[src/hdl/brcc_pkg.sv]
// ----------------------------------------------------------------------------
// brcc_pkg
// Types, constants and the charge target table of the rest-charge calibrator.
// ----------------------------------------------------------------------------
package brcc_pkg;

  localparam int TABLE_ENTRIES      = 16;
  localparam int CAPACITY_AMP_HOURS = 280;

  localparam int unsigned PIVOT_MV          = 3299;
  localparam int unsigned INFLEXION_FACTOR  = 57;
  localparam int          REST_LIMIT_MA     = -100;
  localparam logic [31:0] ZERO_PERIOD_MS    = 32'd3600000;
  localparam logic [31:0] CALIB_PERIOD_MS   = 32'd1000;
  localparam logic [15:0] MS_PER_MINUTE     = 16'd60000;
  localparam int          MAX_CHARGE_STEP   = 1000;

  // cell voltage window covered by the table
  localparam int unsigned CELL_LO = PIVOT_MV - (TABLE_ENTRIES - 1);
  localparam int unsigned CELL_HI = PIVOT_MV + (TABLE_ENTRIES - 1);

  localparam int IDX_W       = $clog2(2 * TABLE_ENTRIES - 1);
  localparam int TABLE_DEPTH = 2 ** IDX_W;

  // register map
  localparam int          APB_ADDR_W   = 3;
  localparam logic [0:0]  REG_SETTLE   = 1'b0;

  localparam int IN_DATA_W  = 120;
  localparam int OUT_DATA_W = 16;

  typedef struct packed {
    logic [31:0]        count_mas;
    logic [14:0]        battery_mv;
    logic signed [15:0] offset_ma;
    logic signed [23:0] current_ma;
    logic               output_off;
    logic [31:0]        now_ms;
  } brcc_item_t;

  typedef struct packed {
    logic               voltage_out_of_range;
    logic               calibration_ran;
    logic               at_rest;
    logic signed [10:0] charge_step;
    logic signed [1:0]  offset_step;
  } brcc_result_t;

  typedef logic [TABLE_DEPTH-1:0][31:0] brcc_target_arr_t;

  // charge target in mAs for each cell voltage offset from the inflexion point
  function automatic brcc_target_arr_t build_targets();
    brcc_target_arr_t arr;
    longint base;
    longint d;
    longint ad;
    longint mult;
    longint ent;
    base = longint'(INFLEXION_FACTOR) * 36 * CAPACITY_AMP_HOURS;
    for (int i = 0; i < TABLE_DEPTH; i++) begin
      d  = longint'(i) - (TABLE_ENTRIES - 1);
      ad = (d < 0) ? -d : d;
      if (ad > TABLE_ENTRIES - 1) begin
        arr[i] = 32'(base * 1000);
      end else begin
        mult = (ad <= 10) ? ad : (10 + 2 * (ad - 10));
        ent  = mult * CAPACITY_AMP_HOURS * 36 / 10;
        arr[i] = (d < 0) ? 32'((base - ent) * 1000) : 32'((base + ent) * 1000);
      end
    end
    return arr;
  endfunction

  localparam brcc_target_arr_t TARGET_MAS = build_targets();

endpackage

[src/hdl/brcc_cfg.sv]
// ----------------------------------------------------------------------------
// brcc_cfg
// APB register bank: settle time in minutes, kept also as milliseconds.
// ----------------------------------------------------------------------------
module brcc_cfg (
  input  logic                            clk_i,
  input  logic                            rst_ni,
  input  logic                            psel,
  input  logic                            penable,
  input  logic                            pwrite,
  input  logic [brcc_pkg::APB_ADDR_W-1:0] paddr,
  input  logic [31:0]                     pwdata,
  output logic [31:0]                     prdata,
  output logic                            pready,
  output logic [31:0]                     settle_ms_o
);
  import brcc_pkg::*;

  logic [15:0] settle_minutes_q, settle_minutes_d;
  logic [31:0] settle_ms_q, settle_ms_d;
  logic        reg_hit;
  logic        wr_en;

  assign pready  = 1'b1;
  assign reg_hit = (paddr[APB_ADDR_W-1:2] == REG_SETTLE);
  assign wr_en   = psel && penable && pwrite && reg_hit;

  always_comb begin
    settle_minutes_d = settle_minutes_q;
    settle_ms_d      = settle_ms_q;
    if (wr_en) begin
      settle_minutes_d = pwdata[15:0];
      settle_ms_d      = 32'(pwdata[15:0]) * 32'(MS_PER_MINUTE);
    end
  end

  always_ff @(posedge clk_i or negedge rst_ni) begin
    if (!rst_ni) begin
      settle_minutes_q <= '0;
      settle_ms_q      <= '0;
    end else begin
      settle_minutes_q <= settle_minutes_d;
      settle_ms_q      <= settle_ms_d;
    end
  end

  assign prdata      = reg_hit ? {16'd0, settle_minutes_q} : 32'd0;
  assign settle_ms_o = settle_ms_q;

endmodule

[src/hdl/brcc_core.sv]
// ----------------------------------------------------------------------------
// brcc_core
// Rest detection, hourly offset timer and per-second charge calibration.
// ----------------------------------------------------------------------------
module brcc_core (
  input  logic                   clk_i,
  input  logic                   rst_ni,
  input  logic                   advance_i,
  input  brcc_pkg::brcc_item_t   item_i,
  input  logic [31:0]            settle_ms_i,
  output brcc_pkg::brcc_result_t result_o
);
  import brcc_pkg::*;

  logic [31:0] rest_start_q, rest_start_d;
  logic [31:0] zero_stamp_q, zero_stamp_d;
  logic [31:0] calib_stamp_q, calib_stamp_d;

  logic               rest;
  logic [31:0]        elapsed;
  logic               zero_en, zero_fire;
  logic               calib_en, calib_fire;
  logic signed [24:0] sum;
  logic [12:0]        cell_mv;
  logic               in_range;
  logic [12:0]        idx_full;
  logic [IDX_W-1:0]   idx;
  logic [31:0]        target;
  logic signed [32:0] diff;
  logic signed [10:0] step;

  assign rest = item_i.output_off && (item_i.current_ma > 24'(REST_LIMIT_MA));

  assign rest_start_d = rest ? rest_start_q : item_i.now_ms;
  assign elapsed      = item_i.now_ms - rest_start_d;

  assign zero_en   = elapsed >= ZERO_PERIOD_MS;
  assign zero_fire = zero_en && ((item_i.now_ms - zero_stamp_q) >= ZERO_PERIOD_MS);
  assign calib_en   = elapsed >= settle_ms_i;
  assign calib_fire = calib_en && ((item_i.now_ms - calib_stamp_q) >= CALIB_PERIOD_MS);

  // a disabled timer sits one period behind so it fires on its first enabled tick
  always_comb begin
    zero_stamp_d = zero_stamp_q;
    if (!zero_en) begin
      zero_stamp_d = item_i.now_ms - ZERO_PERIOD_MS;
    end else if (zero_fire) begin
      zero_stamp_d = zero_stamp_q + ZERO_PERIOD_MS;
    end
    calib_stamp_d = calib_stamp_q;
    if (!calib_en) begin
      calib_stamp_d = item_i.now_ms - CALIB_PERIOD_MS;
    end else if (calib_fire) begin
      calib_stamp_d = calib_stamp_q + CALIB_PERIOD_MS;
    end
  end

  assign sum = 25'(item_i.current_ma) + 25'(item_i.offset_ma);

  assign cell_mv  = item_i.battery_mv[14:2];
  assign in_range = (cell_mv >= 13'(CELL_LO)) && (cell_mv <= 13'(CELL_HI));
  assign idx_full = cell_mv - 13'(CELL_LO);
  assign idx      = idx_full[IDX_W-1:0];
  assign target   = TARGET_MAS[idx];
  assign diff     = $signed({1'b0, target}) - $signed({1'b0, item_i.count_mas});

  always_comb begin
    if (diff > 33'sd1000) begin
      step = 11'(MAX_CHARGE_STEP);
    end else if (diff < -33'sd1000) begin
      step = -11'(MAX_CHARGE_STEP);
    end else begin
      step = diff[10:0];
    end
  end

  always_comb begin
    result_o = '0;
    result_o.at_rest = rest;
    if (zero_fire) begin
      if (sum > 25'sd0) begin
        result_o.offset_step = -2'sd1;
      end else if (sum < 25'sd0) begin
        result_o.offset_step = 2'sd1;
      end
    end
    if (calib_fire) begin
      result_o.calibration_ran      = 1'b1;
      result_o.voltage_out_of_range = !in_range;
      result_o.charge_step          = in_range ? step : 11'sd0;
    end
  end

  always_ff @(posedge clk_i or negedge rst_ni) begin
    if (!rst_ni) begin
      rest_start_q  <= '0;
      zero_stamp_q  <= '0;
      calib_stamp_q <= '0;
    end else if (advance_i) begin
      rest_start_q  <= rest_start_d;
      zero_stamp_q  <= zero_stamp_d;
      calib_stamp_q <= calib_stamp_d;
    end
  end

endmodule

[src/hdl/battery_rest_charge_calibrator.sv]
// ----------------------------------------------------------------------------
// battery_rest_charge_calibrator
// Top level: input register, calibration logic, result register, APB config.
// ----------------------------------------------------------------------------
// One management tick goes in per transfer and exactly one result comes out.
// A tick is captured in the input register, evaluated against the rest and
// timer state, and lands in the result register, so a new tick is taken
// every cycle while results are being drained. The rate is set by the state
// update of the rest timer and the two repeating timers. The user must write
// settle_minutes over APB only while idle; the block does not enforce it.
module battery_rest_charge_calibrator (
  input  logic                              clk_i,
  input  logic                              rst_ni,
  input  logic                              s_axis_tvalid,
  output logic                              s_axis_tready,
  // now_ms[31:0], output_off, current_ma[23:0], offset_ma[15:0],
  // battery_mv[14:0], count_mas[31:0]
  input  logic [brcc_pkg::IN_DATA_W-1:0]    s_axis_tdata,
  output logic                              m_axis_tvalid,
  input  logic                              m_axis_tready,
  // offset_step[1:0], charge_step[10:0], at_rest, calibration_ran,
  // voltage_out_of_range
  output logic [brcc_pkg::OUT_DATA_W-1:0]   m_axis_tdata,
  input  logic                              psel,
  input  logic                              penable,
  input  logic                              pwrite,
  input  logic [brcc_pkg::APB_ADDR_W-1:0]   paddr,
  input  logic [31:0]                       pwdata,
  output logic [31:0]                       prdata,
  output logic                              pready
);
  import brcc_pkg::*;

  logic         in_valid_q, in_valid_d;
  brcc_item_t   item_q;
  logic         out_valid_q, out_valid_d;
  brcc_result_t res_q;
  brcc_result_t res_next;
  logic         advance;
  logic [31:0]  settle_ms;

  brcc_cfg u_cfg (
    .clk_i       (clk_i),
    .rst_ni      (rst_ni),
    .psel        (psel),
    .penable     (penable),
    .pwrite      (pwrite),
    .paddr       (paddr),
    .pwdata      (pwdata),
    .prdata      (prdata),
    .pready      (pready),
    .settle_ms_o (settle_ms)
  );

  brcc_core u_core (
    .clk_i       (clk_i),
    .rst_ni      (rst_ni),
    .advance_i   (advance),
    .item_i      (item_q),
    .settle_ms_i (settle_ms),
    .result_o    (res_next)
  );

  // the held tick moves on when the result register is free or draining
  assign advance       = in_valid_q && (!out_valid_q || m_axis_tready);
  assign s_axis_tready = !in_valid_q || advance;

  always_comb begin
    in_valid_d = in_valid_q;
    if (s_axis_tready) begin
      in_valid_d = s_axis_tvalid;
    end
    out_valid_d = out_valid_q;
    if (advance) begin
      out_valid_d = 1'b1;
    end else if (m_axis_tready) begin
      out_valid_d = 1'b0;
    end
  end

  always_ff @(posedge clk_i or negedge rst_ni) begin
    if (!rst_ni) begin
      in_valid_q  <= 1'b0;
      out_valid_q <= 1'b0;
    end else begin
      in_valid_q  <= in_valid_d;
      out_valid_q <= out_valid_d;
    end
  end

  always_ff @(posedge clk_i) begin
    if (s_axis_tready && s_axis_tvalid) begin
      item_q <= brcc_item_t'(s_axis_tdata);
    end
    if (advance) begin
      res_q <= res_next;
    end
  end

  assign m_axis_tvalid = out_valid_q;
  assign m_axis_tdata  = res_q;

endmodule

[config.mk]
export PLATFORM = sky130hd
export DESIGN_NAME = battery_rest_charge_calibrator
export DESIGN_NICKNAME = d
export VERILOG_FILES = /design/src/hdl/brcc_pkg.sv /design/src/hdl/brcc_cfg.sv /design/src/hdl/brcc_core.sv /design/src/hdl/battery_rest_charge_calibrator.sv
export SDC_FILE = /design/constraint.sdc
export NUM_CORES = 1
export LEC_CHECK = 0
export BUFFER_PORTS_ARGS = -buffer_cell sky130_fd_sc_hd__buf_4
export CAP_MARGIN = 30
export CORE_ASPECT_RATIO = 0.8
export CORE_MARGIN = 10
export CORE_UTILIZATION = 65
export CTS_CLUSTER_DIAMETER = 200
export CTS_CLUSTER_SIZE = 28
export DETAILED_ROUTE_END_ITERATION = 7
export PLACE_DENSITY = 0.86
export SYNTH_ARGS = -nofsm -noshare
export SYNTH_HDL_FRONTEND = slang
export SYNTH_SLANG_ARGS = --single-unit
[constraint.sdc]
create_clock -name clk_i -period 10.7 [get_ports clk_i]
set_input_delay 1.605 -clock clk_i [delete_from_list [all_inputs] [get_ports clk_i]]
set_output_delay 1.605 -clock clk_i [all_outputs]
set_load 0.01 [all_outputs]
* After elaboration in Yosys (flattened, before gate mapping)
Memories as Yosys holds them, arrays and structs flattened.
Index checks and enable logic that the tools add are counted.
** Cells by class
- Add/subtract/negate cells :: 10
- Multipliers :: 1
- Div/mod/pow operators :: 0
- Order comparisons :: 12
- Equality and inequality tests :: 2
- Shifts and indexed selects :: 0
- Muxes and demuxes :: 14
- Bitwise gates (word level) :: 3
- Reductions and logical operators :: 20
** Operators with widths (number)
- 32-bit 2-to-1 mux :: 6
- 32-bit subtractor :: 3
- 32-bit by 22-bit greater-or-equal comparator with 1-bit output, second input constant :: 2
- 33-bit by 11-bit greater-than comparator with 1-bit output, second input constant :: 1
- 33-bit by 11-bit less-than comparator with 1-bit output, second input constant :: 1
- 32-bit by 32-bit subtractor with 33-bit output :: 1
- 32-bit by 10-bit adder with 32-bit output, second input constant :: 1
- 32-bit by 22-bit adder with 32-bit output, second input constant :: 1
- 32-bit by 10-bit greater-or-equal comparator with 1-bit output, second input constant :: 1
- 32-bit greater-or-equal comparator :: 1
- 32-bit by 10-bit subtractor with 32-bit output, second input constant :: 1
- 32-bit by 22-bit subtractor with 32-bit output, second input constant :: 1
- 16-bit by 11-bit multiplier with 27-bit output, second input constant :: 1
- 24-bit by 16-bit adder with 25-bit output :: 1
- 25-bit by 1-bit greater-than comparator with 1-bit output, second input constant :: 1
- 25-bit by 1-bit less-than comparator with 1-bit output, second input constant :: 1
- 24-bit by 8-bit greater-than comparator with 1-bit output, second input constant :: 1
- 16-bit 2-to-1 mux :: 1
- 13-bit by 12-bit greater-or-equal comparator with 1-bit output, second input constant :: 1
- 13-bit by 12-bit less-or-equal comparator with 1-bit output, second input constant :: 1
- 11-bit 2-to-1 mux :: 1
- 10-bit 2-to-1 mux :: 1
- 1-bit logical AND :: 9
- 5-bit by 6-bit less-than comparator with 1-bit output, second input constant :: 1
- other kinds (11) :: 22
** Word-level totals
- Bits in registers :: 277
- Latch bits :: 0
- Memory bits (writable) :: 0
- ROM bits :: 1024
- Input port bits :: 162
- Output and inout bits :: 51
- Word-level logic and storage cells :: 83
- Memories :: 1
** Memory list
- (no name shown) :: depth 32, width 32, read ports 1, clocked after memory_dff 0, wr ports 0, RTL line brcc_core.sv:64 : assign target = TARGET_MAS[idx];

* Logic depth before layout (Yosys ltp)
- Depth in word-level cells :: 8
- Gate-level depth with buffers :: 30
- Gate-level depth less buffers :: 29

* Hierarchy
Synthesis repeated with hierarchy kept, for this count alone.
** Unflattened totals
- Cells, all modules :: 3014
- Area, all modules :: 26302.7 um2
** By module, submodules not included
- brcc_core :: times used 1, cells each 2286, area each 16788.6 um2, seq. area each 2402.3 um2
- brcc_cfg :: times used 1, cells each 584, area each 5326.4 um2, seq. area each 1051.0 um2
- battery_rest_charge_calibrator :: times used 1, cells each 144, area each 4187.8 um2, seq. area each 4134.0 um2

* Least setup slack after synthesis
Ideal clock, no wire load.
- Kind :: input port to flip-flop
- Start point :: input port pwdata[1]
- End point :: register u_cfg.settle_ms_q[31] (netlist: u_cfg.settle_ms_o[31])
- Library setup time :: 0.139 ns
- Arrival :: 6.013 ns
- Required time :: 10.561 ns
- Path slack :: 4.548 ns
- Stages :: 16
- Buffers on the path :: 0
- Cells stage by stage :: fa_1 > fa_1 > fa_1 > fa_1 > fa_1 > ha_1 > a21oi_1 > o32ai_1 > a21oi_1 > a311oi_1 > a211o_1 > a21o_1 > a21o_1 > o22a_1 > xnor2_1 > o21ai_0
** On the way
- Cells in the longest elaborated chain, start to end :: 1
** Ends and longest elaborated chain
- start: declaration :: RTL line battery_rest_charge_calibrator.sv:28 : input logic [31:0] pwdata,
- 16-bit by 11-bit multiplier with 27-bit output :: RTL line brcc_cfg.sv:33 : settle_ms_d = 32'(pwdata[15:0]) * 32'(MS_PER_MINUTE);
- end signal: assignment :: RTL line brcc_cfg.sv:43 : settle_ms_q <= settle_ms_d;
- end: declaration :: RTL line brcc_cfg.sv:20 : logic [31:0] settle_ms_q, settle_ms_d;
No other way between the ends.
A chain may end at the register's enable or synchronous reset.

* Worst setup path in the final report
- Start point :: register item_q[44] (netlist name)
- End point :: register u_core.calib_stamp_q[28]
** On the way
- Cells in the longest elaborated chain, start to end :: 8
- Elaborated cells on any way between the ends :: 9
- Those cells by class :: 1 x add/sub; 2 x order compare; 1 x eq/ne; 2 x mux; 3 x reduce/logical
** Ends and longest elaborated chain
- start: declaration :: RTL line battery_rest_charge_calibrator.sv:35 : brcc_item_t item_q;
- start signal: assignment :: RTL line battery_rest_charge_calibrator.sv:93 : item_q <= brcc_item_t'(s_axis_tdata);
- 24-bit by 8-bit greater-than comparator with 1-bit output (*) :: RTL line brcc_core.sv:32 : assign rest = item_i.output_off && (item_i.current_ma > 24'(REST_LIMIT_MA));
- 1-bit logical AND (*) :: RTL line brcc_core.sv:32
- via u_core.rest :: RTL line brcc_core.sv:19 : logic rest;
- 32-bit 2-to-1 mux (*) :: RTL line brcc_core.sv:34 : assign rest_start_d = rest ? rest_start_q : item_i.now_ms;
- via u_core.rest_start_d[0] :: RTL line brcc_core.sv:15 : logic [31:0] rest_start_q, rest_start_d;
- 32-bit subtractor (*) :: RTL line brcc_core.sv:35 : assign elapsed = item_i.now_ms - rest_start_d;
- 32-bit greater-or-equal comparator (*) :: RTL line brcc_core.sv:39 : assign calib_en = elapsed >= settle_ms_i;
- 1-bit logical AND :: RTL line brcc_core.sv:40 : assign calib_fire = calib_en && ((item_i.now_ms - calib_stamp_q) >= CALIB_PERIOD_MS);
- 2-bit inequality test (no line)
- 2-bit AND reduction (no line)
- end signal: assignment :: RTL line brcc_core.sv:102 : calib_stamp_q <= calib_stamp_d;
- end: declaration :: RTL line brcc_core.sv:17 : logic [31:0] calib_stamp_q, calib_stamp_d;
Mark *: on every way through the listed nets, which the timed path passes. The rest lies on a longest branch.

==> impl_metrics.tcl <==
set metrics [dict create \
    slowest_delay_ns 0.57 \
    final_cell_mix "ha_1 (254), inv_1 (217), nand2_1 (212), a21oi_1 (202), buf_4 (193)" \
    cp_top_family "compound AO/OA/AOI/OAI gates" \
    path_max_fanout 44 \
    seqCellArea_um2 7527 \
    drc 0 \
    ys_warn_count 0 \
    hold_class "flip-flop to flip-flop" \
    rsz0062_at_grt "false" \
    wirelength_um 68020 \
    fillers 2924 \
    synth_cell_types 103 \
    hold_viol 0 \
    cp_slowest_cell "nand2_2" \
    finClkSkew_ns 0.02891 \
    die_w_um 240.0 \
    ir_drop_mv 0.1701 \
    root_buffer "clkbuf_16" \
    place_ws_ns 3.132 \
    multiInputGateArea_um2 16290 \
    start_util 0.6588 \
    grtUsageTotal 0.2881 \
    fmax_mhz 130.3 \
    synth-edff-count 134 \
    final.setup.worst_slack_ns 3.025 \
    post_cts.repair.setup_buffers 0 \
    clkSinkCount 274 \
    drt_iter0_markers 2244 \
    max_slew_margin 0.2951 \
    core_um2 38200 \
    startpoint "item_q[44]$_DFFE_PP_" \
    cts_hold_buf 0 \
    worstSetupStartpointType "flip-flop" \
    power_leakage_nw 11.87 \
    drive_above_1_share 0.1082 \
    cts_buffer_depth 3 \
    synth_area_per_cell_um2 9.065 \
    nets 3351 \
    clkPwrFrac 0.105 \
    final_common_cell "ha_1" \
    grt_pass1_wl_um 112600 \
    htreeDepth 1 \
    port_buffers 175 \
    postRouteAntennaNets 0 \
    drv_slew 0 \
    numCtsBuffers 13 \
    wl_per_cell_um 20.18 \
    postSynthCellCount 2776 \
    grt_antenna_before_repair 0 \
    grt-ovfl-total 0 \
    globalplace.congestion 0.9344 \
    dieArea_um2 47040 \
    combPwrFrac 0.623 \
    path_clk_slew_ns 0.11 \
    worst_pin_slew_ns 1.053 \
    swShare 0.4617 \
    rows 64 \
    crit_required_ns 11.12 \
    cpMostUsedCell "o21ai_0" \
    netlist_area_um2 25170 \
    dpl.hpwl_um 52400 \
    ios 213 \
    crit_path_end_kind "flip-flop" \
    fin_crit_sh 0.7173 \
    placed_cells 3349 \
    synthArstFlopShare 0.5109 \
    p_int_mw 3.009 \
    grt_max_degree 84 \
    cts_tree "yes" \
    synth-seq-cells 274 \
    arrival_ns 8.09 \
    p_per_area_nw_per_um2 206.5 \
    clk_latency_ns 0.53 \
    synth-main-ff-cell "dfrtp_1" \
    seqPwrFrac 0.272 \
    setup_violations 0 \
    fp.dieH_um 196.0 \
    area.growth.synth_to_final_pct 7.597 \
    rr_startpoint "item_q[44]$_DFFE_PP_" \
    status "finished clean" \
    hp-start "u_cfg.settle_ms_o[12]$_DFFE_PN0P_" \
    vias 22040 \
    fin_cells 3370 \
    path_class "flip-flop to flip-flop" \
    fin_setup_tns_ns 0 \
    via_per_inst 6.541 \
    period_minus_slack_ns 7.675 \
    max_cap_viol_count 0 \
    holdWs_ns 0.4942 \
    cts_resized 0 \
    p_sw_mw 2.581 \
    n_antenna_cell 0 \
    critPathBufInv 4 \
    ys_seq_area_frac 0.2991 \
    grt_pass1_vias 21650 \
    first_pass_iters 6 \
]
==> worst paths after layout <==
| kind | to | slack (ns) | cells past startpoint |
|---|---|---|---|
| max | u_core.calib_stamp_q[28]$_DFFE_PN0P_ | 3.03 | 30 |
| min | u_cfg.settle_ms_o[12]$_DFFE_PN0P_ | 0.49 | 2 |
| max reg2reg | u_core.calib_stamp_q[28]$_DFFE_PN0P_ | 3.03 | 30 |
| min reg2reg | u_cfg.settle_ms_o[12]$_DFFE_PN0P_ | 0.49 | 2 |
| max in group asynchronous | u_core.zero_stamp_q[9]$_DFFE_PN0P_ | 8.15 | 2 |
| min in group asynchronous | u_cfg.settle_minutes_q[14]$_DFFE_PN0P_ | 1.12 | 1 |
==> stage by stage <==
stage | area, um2 | utilization | power [mW]
2_1_floorplan | 25220 | - | 4.115
3_3_place_gp | 26700 | 0.6990 | 4.753
3_5_place_dp | 26710 | 0.6994 | 4.926
4_1_cts | 27070 | 0.7087 | 5.535
5_1_grt | 27080 | 0.7089 | 6.071
6_report | 27080 | 0.7089 | 5.590
==> layer usage <==
metal  global-route usage  vias up  share of wire
met5                    0        -              0
met4              0.05615        0          0.015
met3              0.03334       83          0.072
met2               0.4706      940           0.46
met1               0.4064    10650           0.45
li1                     -    10370              -
==> logic make-up (layout without fill, tap and decap cells) <==
kind of cell,Yosys count,count (layout),synth area share
xor+xnor,168,168,0.05847
compound gates,777,777,0.2043
fa+ha+maj,319,319,0.1780
other cells,2,17,0.0002984
flops,274,274,0.2991
simple gates,794,794,0.1635
mux,93,93,0.04002
buf+inv,349,433,0.05628
==> final cells by class <==
cell class                 count  area share
clock inverter                 1   0.0003235
timing repair buffer         194     0.05393
multi-input combinational   2168      0.6017
clock buffer                  19     0.01285
tap                          495     0.02287
inverter                     219     0.03036
sequential                   274      0.2780
==> power groups by stage <==
stage | Sequential [mW] | Clock (mW) | Combinational (mW)
floorplan | 1.47 | 0 | 2.64
global placement | 1.52 | 0 | 3.23
detailed placement | 1.53 | 0 | 3.39
CTS | 1.51 | 0.599 | 3.42
global route | 1.55 | 0.629 | 3.89
finish | 1.52 | 0.590 | 3.48
==> flip-flops by register name, indices dropped and copies added, names as in the netlist <==
name                    flops
in_valid_q                  1
item_q                    118
m_axis_tdata               16
m_axis_tvalid               1
u_cfg.settle_minutes_q     16
u_cfg.settle_ms_o          26
u_core.calib_stamp_q       32
u_core.rest_start_q        32
u_core.zero_stamp_q        32
==> worst reg2reg max path, delay by kind of cell (launching register included) <==
| kind | cells | cell delay, ns |
|---|---|---|
| adder cells (fa/ha/maj) | 3 | 0.93 |
| XOR/XNOR | 1 | 0.17 |
| buffers and inverters | 4 | 1.06 |
| AO/OA/AOI/OAI | 14 | 2.90 |
| flip-flops | 1 | 0.37 |
| AND/OR/NAND/NOR | 8 | 2.16 |
==> synth_stat cells, types with 14 or more instances <==
| library cell | number | area share |
|---|---|---|
| nor3_1 | 71 | 0.014 |
| clkbuf_1 | 83 | 0.012 |
| o21ai_1 | 14 | 0.0028 |
| buf_2 | 16 | 0.0032 |
| a311oi_1 | 16 | 0.0056 |
| and3_1 | 27 | 0.0067 |
| inv_1 | 218 | 0.033 |
| nand4_1 | 50 | 0.012 |
| nor2_1 | 133 | 0.020 |
| mux2i_1 | 41 | 0.016 |
| nand2b_1 | 33 | 0.0082 |
| fa_1 | 65 | 0.052 |
| or3_1 | 22 | 0.0055 |
| xor2_1 | 64 | 0.022 |
| dfrtp_1 | 140 | 0.14 |
| a21o_1 | 65 | 0.019 |
| o21ai_0 | 167 | 0.033 |
| buf_4 | 19 | 0.0057 |
| nor2b_1 | 37 | 0.0092 |
| a21oi_1 | 202 | 0.040 |
| o211ai_1 | 26 | 0.0078 |
| mux2_2 | 51 | 0.023 |
| nand3_1 | 84 | 0.017 |
| ha_1 | 254 | 0.13 |
| a31oi_1 | 24 | 0.0060 |
| a211oi_1 | 32 | 0.0095 |
| nor4_1 | 27 | 0.0067 |
| o21a_1 | 22 | 0.0066 |
| and4_1 | 18 | 0.0063 |
| edfxtp_1 | 134 | 0.16 |
| xnor2_1 | 104 | 0.036 |
| o21bai_1 | 19 | 0.0057 |
| nand2_1 | 213 | 0.032 |
Note: power is estimated with default switching activity, not from simulation.
